$ cat src/rtl/ulbt_pkg.sv
// Shared types and constants for the UART receive line buffer tokenizer.
// Holds the item/result beat structs, op codes and controller/datapath link types.
// No dependencies.
package ulbt_pkg;

    localparam logic [2:0] OP_RX    = 3'd0;
    localparam logic [2:0] OP_TAKE  = 3'd1;
    localparam logic [2:0] OP_COUNT = 3'd2;
    localparam logic [2:0] OP_WORD  = 3'd3;
    localparam logic [2:0] OP_READ  = 3'd4;

    localparam logic [7:0] SPACE_CHAR = 8'h20;

    typedef struct packed {
        logic [2:0] op;
        logic       port;
        logic [7:0] rx_byte;
        logic [1:0] slot_sel;
        logic [5:0] byte_offset;
    } in_item_t;

    typedef struct packed {
        logic       found;
        logic [1:0] line_slot;
        logic [5:0] span_length;
        logic [5:0] word_start;
        logic [5:0] word_total;
        logic [7:0] read_data;
    } out_item_t;

    typedef enum logic [2:0] {
        EMIT_NONE,
        EMIT_EMPTY,
        EMIT_TAKE,
        EMIT_BYTE,
        EMIT_COUNT,
        EMIT_WORD
    } emit_t;

    typedef struct packed {
        logic  load;
        logic  rx_write;
        logic  len_rd_take;
        logic  len_rd_taken;
        logic  byte_rd;
        logic  scan_init;
        logic  scan_step;
        emit_t emit;
    } cmd_t;

    typedef struct packed {
        logic [2:0] op;
        logic       line_ready;
        logic       byte_in_range;
        logic       scan_done;
    } stat_t;

endpackage

$ cat src/rtl/ulbt_ctrl.sv
// Sequencing state machine of the line buffer tokenizer.
// Depends on ulbt_pkg; drives commands into ulbt_datapath.
module ulbt_ctrl
    import ulbt_pkg::*;
(
    input  logic  clk,
    input  logic  rst_n,
    input  logic  start,
    output logic  busy,
    input  stat_t stat,
    output cmd_t  cmd
);

    typedef enum logic [2:0] {
        S_IDLE,
        S_DECODE,
        S_LEN,
        S_SCAN,
        S_TAKE,
        S_BYTE
    } state_t;

    state_t state_reg, state_next;
    logic   busy_reg, busy_next;

    always_comb
    begin
        cmd        = '0;
        state_next = state_reg;
        case (state_reg)
            S_IDLE:
            begin
                if (start)
                begin
                    cmd.load   = 1'b1;
                    state_next = S_DECODE;
                end
            end
            S_DECODE:
            begin
                state_next = S_IDLE;
                case (stat.op)
                    OP_RX:
                    begin
                        cmd.rx_write = 1'b1;
                    end
                    OP_TAKE:
                    begin
                        if (stat.line_ready)
                        begin
                            cmd.len_rd_take = 1'b1;
                            state_next      = S_TAKE;
                        end
                        else
                        begin
                            cmd.emit = EMIT_EMPTY;
                        end
                    end
                    OP_COUNT, OP_WORD:
                    begin
                        cmd.len_rd_taken = 1'b1;
                        state_next       = S_LEN;
                    end
                    OP_READ:
                    begin
                        if (stat.byte_in_range)
                        begin
                            cmd.byte_rd = 1'b1;
                            state_next  = S_BYTE;
                        end
                        else
                        begin
                            cmd.emit = EMIT_EMPTY;
                        end
                    end
                    default:
                    begin
                        state_next = S_IDLE;
                    end
                endcase
            end
            S_LEN:
            begin
                cmd.scan_init = 1'b1;
                state_next    = S_SCAN;
            end
            S_SCAN:
            begin
                if (stat.scan_done)
                begin
                    cmd.emit   = (stat.op == OP_WORD) ? EMIT_WORD : EMIT_COUNT;
                    state_next = S_IDLE;
                end
                else
                begin
                    cmd.scan_step = 1'b1;
                end
            end
            S_TAKE:
            begin
                cmd.emit   = EMIT_TAKE;
                state_next = S_IDLE;
            end
            S_BYTE:
            begin
                cmd.emit   = EMIT_BYTE;
                state_next = S_IDLE;
            end
            default:
            begin
                state_next = S_IDLE;
            end
        endcase
    end

    assign busy_next = (state_next != S_IDLE);

    always_ff @(posedge clk or negedge rst_n)
    begin
        if (!rst_n)
        begin
            state_reg <= S_IDLE;
            busy_reg  <= 1'b0;
        end
        else
        begin
            state_reg <= state_next;
            busy_reg  <= busy_next;
        end
    end

    assign busy = busy_reg;

endmodule

$ cat config.mk
export PLATFORM = sky130hd
export DESIGN_NAME = ulbt_ctrl
export DESIGN_NICKNAME = d
export VERILOG_FILES = /design/src/rtl/ulbt_pkg.sv /design/src/rtl/ulbt_ctrl.sv
export SDC_FILE = /design/constraint.sdc
export NUM_CORES = 1
export LEC_CHECK = 0
export BUFFER_PORTS_ARGS = -buffer_cell sky130_fd_sc_hd__buf_2
export CORE_AREA = 2 2 39 41
export CTS_CLUSTER_SIZE = 14
export DETAILED_ROUTE_END_ITERATION = 10
export DIE_AREA = 0 0 41 43
export GPL_TIMING_DRIVEN = 1
export PLACE_DENSITY = 0.55
export SYNTH_ARGS = -nofsm -noshare
export SYNTH_HDL_FRONTEND = slang
export SYNTH_SLANG_ARGS = --single-unit
$ cat constraint.sdc
create_clock -name clk -period 1.85 [get_ports clk]
set_input_delay 0.37 -clock clk [delete_from_list [all_inputs] [get_ports clk]]
set_output_delay 0.37 -clock clk [all_outputs]
set_load 0.02 [all_outputs]
# [After elaboration in Yosys (flattened, before gate mapping)]
# Cells that the tools add are included.
[word_totals] out_inout_bits=11 elab_cells=39 reg_bits=4 input_bits=9
[op_classes] n_eq_ne=9 muxes=24 reduce_logical=4
[ops] operator="one-hot mux 3 bit (4 select lines)" count=2
[ops] operator="2-to-1 mux 3 bit" count=5
[ops] operator="2-to-1 mux 1 bit" count=14
[ops] operator="== test 3 x 2 -> 1 bit (second input constant)" count=4
[ops] operator="== test 3 bit (second input constant)" count=3
[ops] operator="one-hot mux 3 bit (3 select lines)" count=1
[ops] operator="== test 3 x 1 -> 1 bit (second input constant)" count=2
[ops] operator="zero test 3 bit" count=2
[ops] operator="2-to-1 mux 4 bit" count=1
[ops] operator="nonzero test 3 bit" count=1
[ops] operator="one-hot mux 1 bit (2 select lines)" count=1
[ops] operator="OR reduction 2 bit" count=1

# [Longest topological paths before layout]
[logic_depth] word_depth=5 mapped_depth=4 ltp_nobuf=3

# [Least setup slack after synthesis]
# No wires, ideal clock.
[synth_path] path_kind="register -> output" from="register state_reg[1]" to="output cmd[7] in the netlist's numbering" n_path_buf=0 path_stages_with_launch=3 path_slack_ns=-0.024 required_time_ns=1.480 arrival_ns=1.504 path_cell_list="dfrtp_1 > or4b_4 > nor3_1"
[synth_rtl] element="from (decl)" line_no="ulbt_ctrl.sv:23" source="state_t state_reg, state_next;"
[synth_rtl] element="from (signal assigned)" line_no="ulbt_ctrl.sv:127" source="state_reg <= state_next;"
[synth_rtl] element="to (decl)" line_no="ulbt_ctrl.sv:11" source="output cmd_t cmd"

==> impl_results.md <==
- Slew margin rel.: 0.8093
- First DRT Iteration DRCs: 1
- IO Count: 20
- Largest area contributor in the netlist: dfrtp_1
- Global router's overall resource usage: 0.09577
- Syn_nets: 45
- Worst-Skew Late Latency: 0.23 ns
- Effective utilization at floorplan: 0.2324
- Worst-path clk slew: 0.03 ns
- Synth Instances: 36
- Setup TNS: 0 ns
- Wire length per cell: 9.987 um
- Synth Area per Inst: 8.932 um2
- RSZ-0062 raised after global routing: yes
- Crit path DAT: 1.44 ns
- Grt ovf: 0
- Number of antenna diodes: 0
- Height of the die: 43 um
- H-tree levels: 1
- Antenna-violating nets left: 0
- Post-synth top cells: 4 x dfrtp_1, 4 x nor3b_1, 3 x a21oi_1, 3 x nor3_1
- DIE WIDTH: 41 um
- Largest net degree at the start of global routing: 11
- Max Freq: 552.4 MHz
- Area of the core: 1384 um2
- Vias per cell: 4.623
- CTS buffer count: 3
- Maximum VDD drop: 0.3657 mV
- Final Max Tran Viols: 0
- Max_cap viols: 0
- Residual DRC count: 0
- Vias in the first global route: 318
- Setup violations, final: 0
- Initial antenna violation count: 0
- DR pass1 iterations: 2
- Layout cell share with drive strength beyond 1: 0.4918
- Via Count: 356
- Synth-to-Final Area Change: 56.81%
- Max reg flops: 3
- Clk root buf: clkbuf_4
- Worst Skew: 0.0006164 ns
- Yosys cell types: 24
- Status: complete, no violations
- Top post-synthesis cells by area: dfrtp_1 31%, nor3b_1 9.3%, a21oi_1 4.7%, nor3_1 4.7%, and2b_1 4.7%
- Post-Syn Area: 321.6 um2
- Worst Hold Class: input pin to asynchronous set/reset pin
- Leak pwr: 0.2491 nW
- CTS tree: built
- Row Count: 14
- Flops & latches, synth: 4
- CP required: 1.48 ns
- CP Max Fanout: 4
- Layout Nets: 72
- Clk sink count: 4
- Place WS: 0.09289 ns
- Die area: 1763 um2
- Routability cong.: 0.6573
- Async S/R FF share, synth: 1.000
- Port Buffers: 19
- Post-synth EDFFs: 0
- Share of the synthesized area in the top cell type: 0.3113
- Slew @ Worst Pin: 0.2835 ns
- Critical path class: flop to primary output
- Yosys warning count: 0
- First-pass GRT wire length: 1152 um
- Worst-case clock buffer depth: 2
- Crit. End Element: primary output
- Final HPWL DP: 599.4 um
- Final WL: 769 um
- Final WS setup: 0.03981 ns
- Register area share after synthesis: 0.3113
- Fin. Hold Viols: 0
- Crit path time final: 1.810 ns
- Fin crit share: 0.9785
- Crit path launch type: flop
- PD cells: 1123 nW/um2
- Ys flop type: dfrtp_1
-- worst max-delay path, cell delays in order (launching register included) --
cell,delay [ns]
dfrtp_1,0.36
or4b_4,0.56
nor3_2,0.12
buf_4,0.16
-- path summary, 6_finish.rpt --
kind | start | end | slack (ns) | depth (start not counted)
setup / recovery | state_reg[2]$_DFF_PN0_ | cmd[8] | 0.04 | 3
hold / removal | rst_n | state_reg[0]$_DFF_PN0_ | 0.47 | 2
setup reg to reg | state_reg[1]$_DFF_PN0_ | busy$_DFF_PN0_ | 0.57 | 4
hold reg to reg | state_reg[2]$_DFF_PN0_ | state_reg[2]$_DFF_PN0_ | 0.58 | 2
max in group asynchronous | rst_n | state_reg[2]$_DFF_PN0_ | 1.27 | 2
min in group clk | stat[0] | state_reg[1]$_DFF_PN0_ | 0.47 | 3
-- report_power, final --
group | internal, mW | switching (mW) | leakage, nW
sequential | 0.121 | 0.0186 | 0.0505
clock | 0.0724 | 0.0330 | 0.0138
combinational | 0.151 | 0.171 | 0.185
total | 0.344 | 0.223 | 0.249
-- area by class of cell --
cell class	instances	area [um2]
fillers	154	879.6
flip-flops and latches	4	100.1
multi-input cells	31	226.5
clock buffers	3	22.52
repair buffers	23	135.1
well taps	16	20.02
-- per-layer routing --
metal  share of wire  GRT usage
met5               0          0
met4               0    0.08000
met3           0.077    0.02094
met2            0.47     0.1406
met1            0.46     0.1107
-- kinds of logic after synthesis --
family	count (synthesis)	share of synthesized area
and+or+nand+nor	23	0.5059
buffers and inverters	1	0.01555
AOI/OAI and AO/OA	8	0.1673
DFF	4	0.3113
-- cells in the final DEF, fill, tap and decap left out --
cell,synthesis,routed
a21bo_2,1,1
a21oi_1,3,3
a32oi_1,1,1
and2b_1,2,2
and4b_1,1,1
buf_2,1,16
buf_4,0,6
clkbuf_4,0,3
dfrtp_1,4,4
dlygate4sd3_1,0,1
nand2_1,2,2
nand2b_1,1,1
nand3b_1,1,1
nor2_1,1,1
nor2_4,1,1
nor2b_1,1,1
nor3_1,3,1
nor3_2,0,2
nor3b_1,4,4
nor4_1,1,1
nor4bb_1,1,1
o21a_1,1,1
o21ai_1,0,1
o21bai_1,1,1
or2_1,1,1
or2b_1,1,1
or3_1,1,1
or4b_4,1,1
-- timing repair --
action	CTS	global route
setup endpoints to repair	3	4
resized for setup	4	1
hold buffers	1	0
cloned	0	0
pin swaps	2	1
hold endpoints to repair	4	0
buffers inserted	1	0
-- metrics by stage --
step           hold slack [ns]  area (um2)  std cells  utilization  total power, mW
2_1_floorplan          0.07441       326.6         36            -           0.3441
4_1_cts                 0.4632       504.2         77       0.3644           0.5724
5_1_grt                 0.4674       504.2         77       0.3644           0.6153
3_3_place_gp            0.1749       451.7         72       0.3264           0.4388
3_5_place_dp            0.1767       451.7         72       0.3264           0.4398
6_report                0.4692       504.2         77       0.3644           0.5663
(Power assumes the default switching activity.)
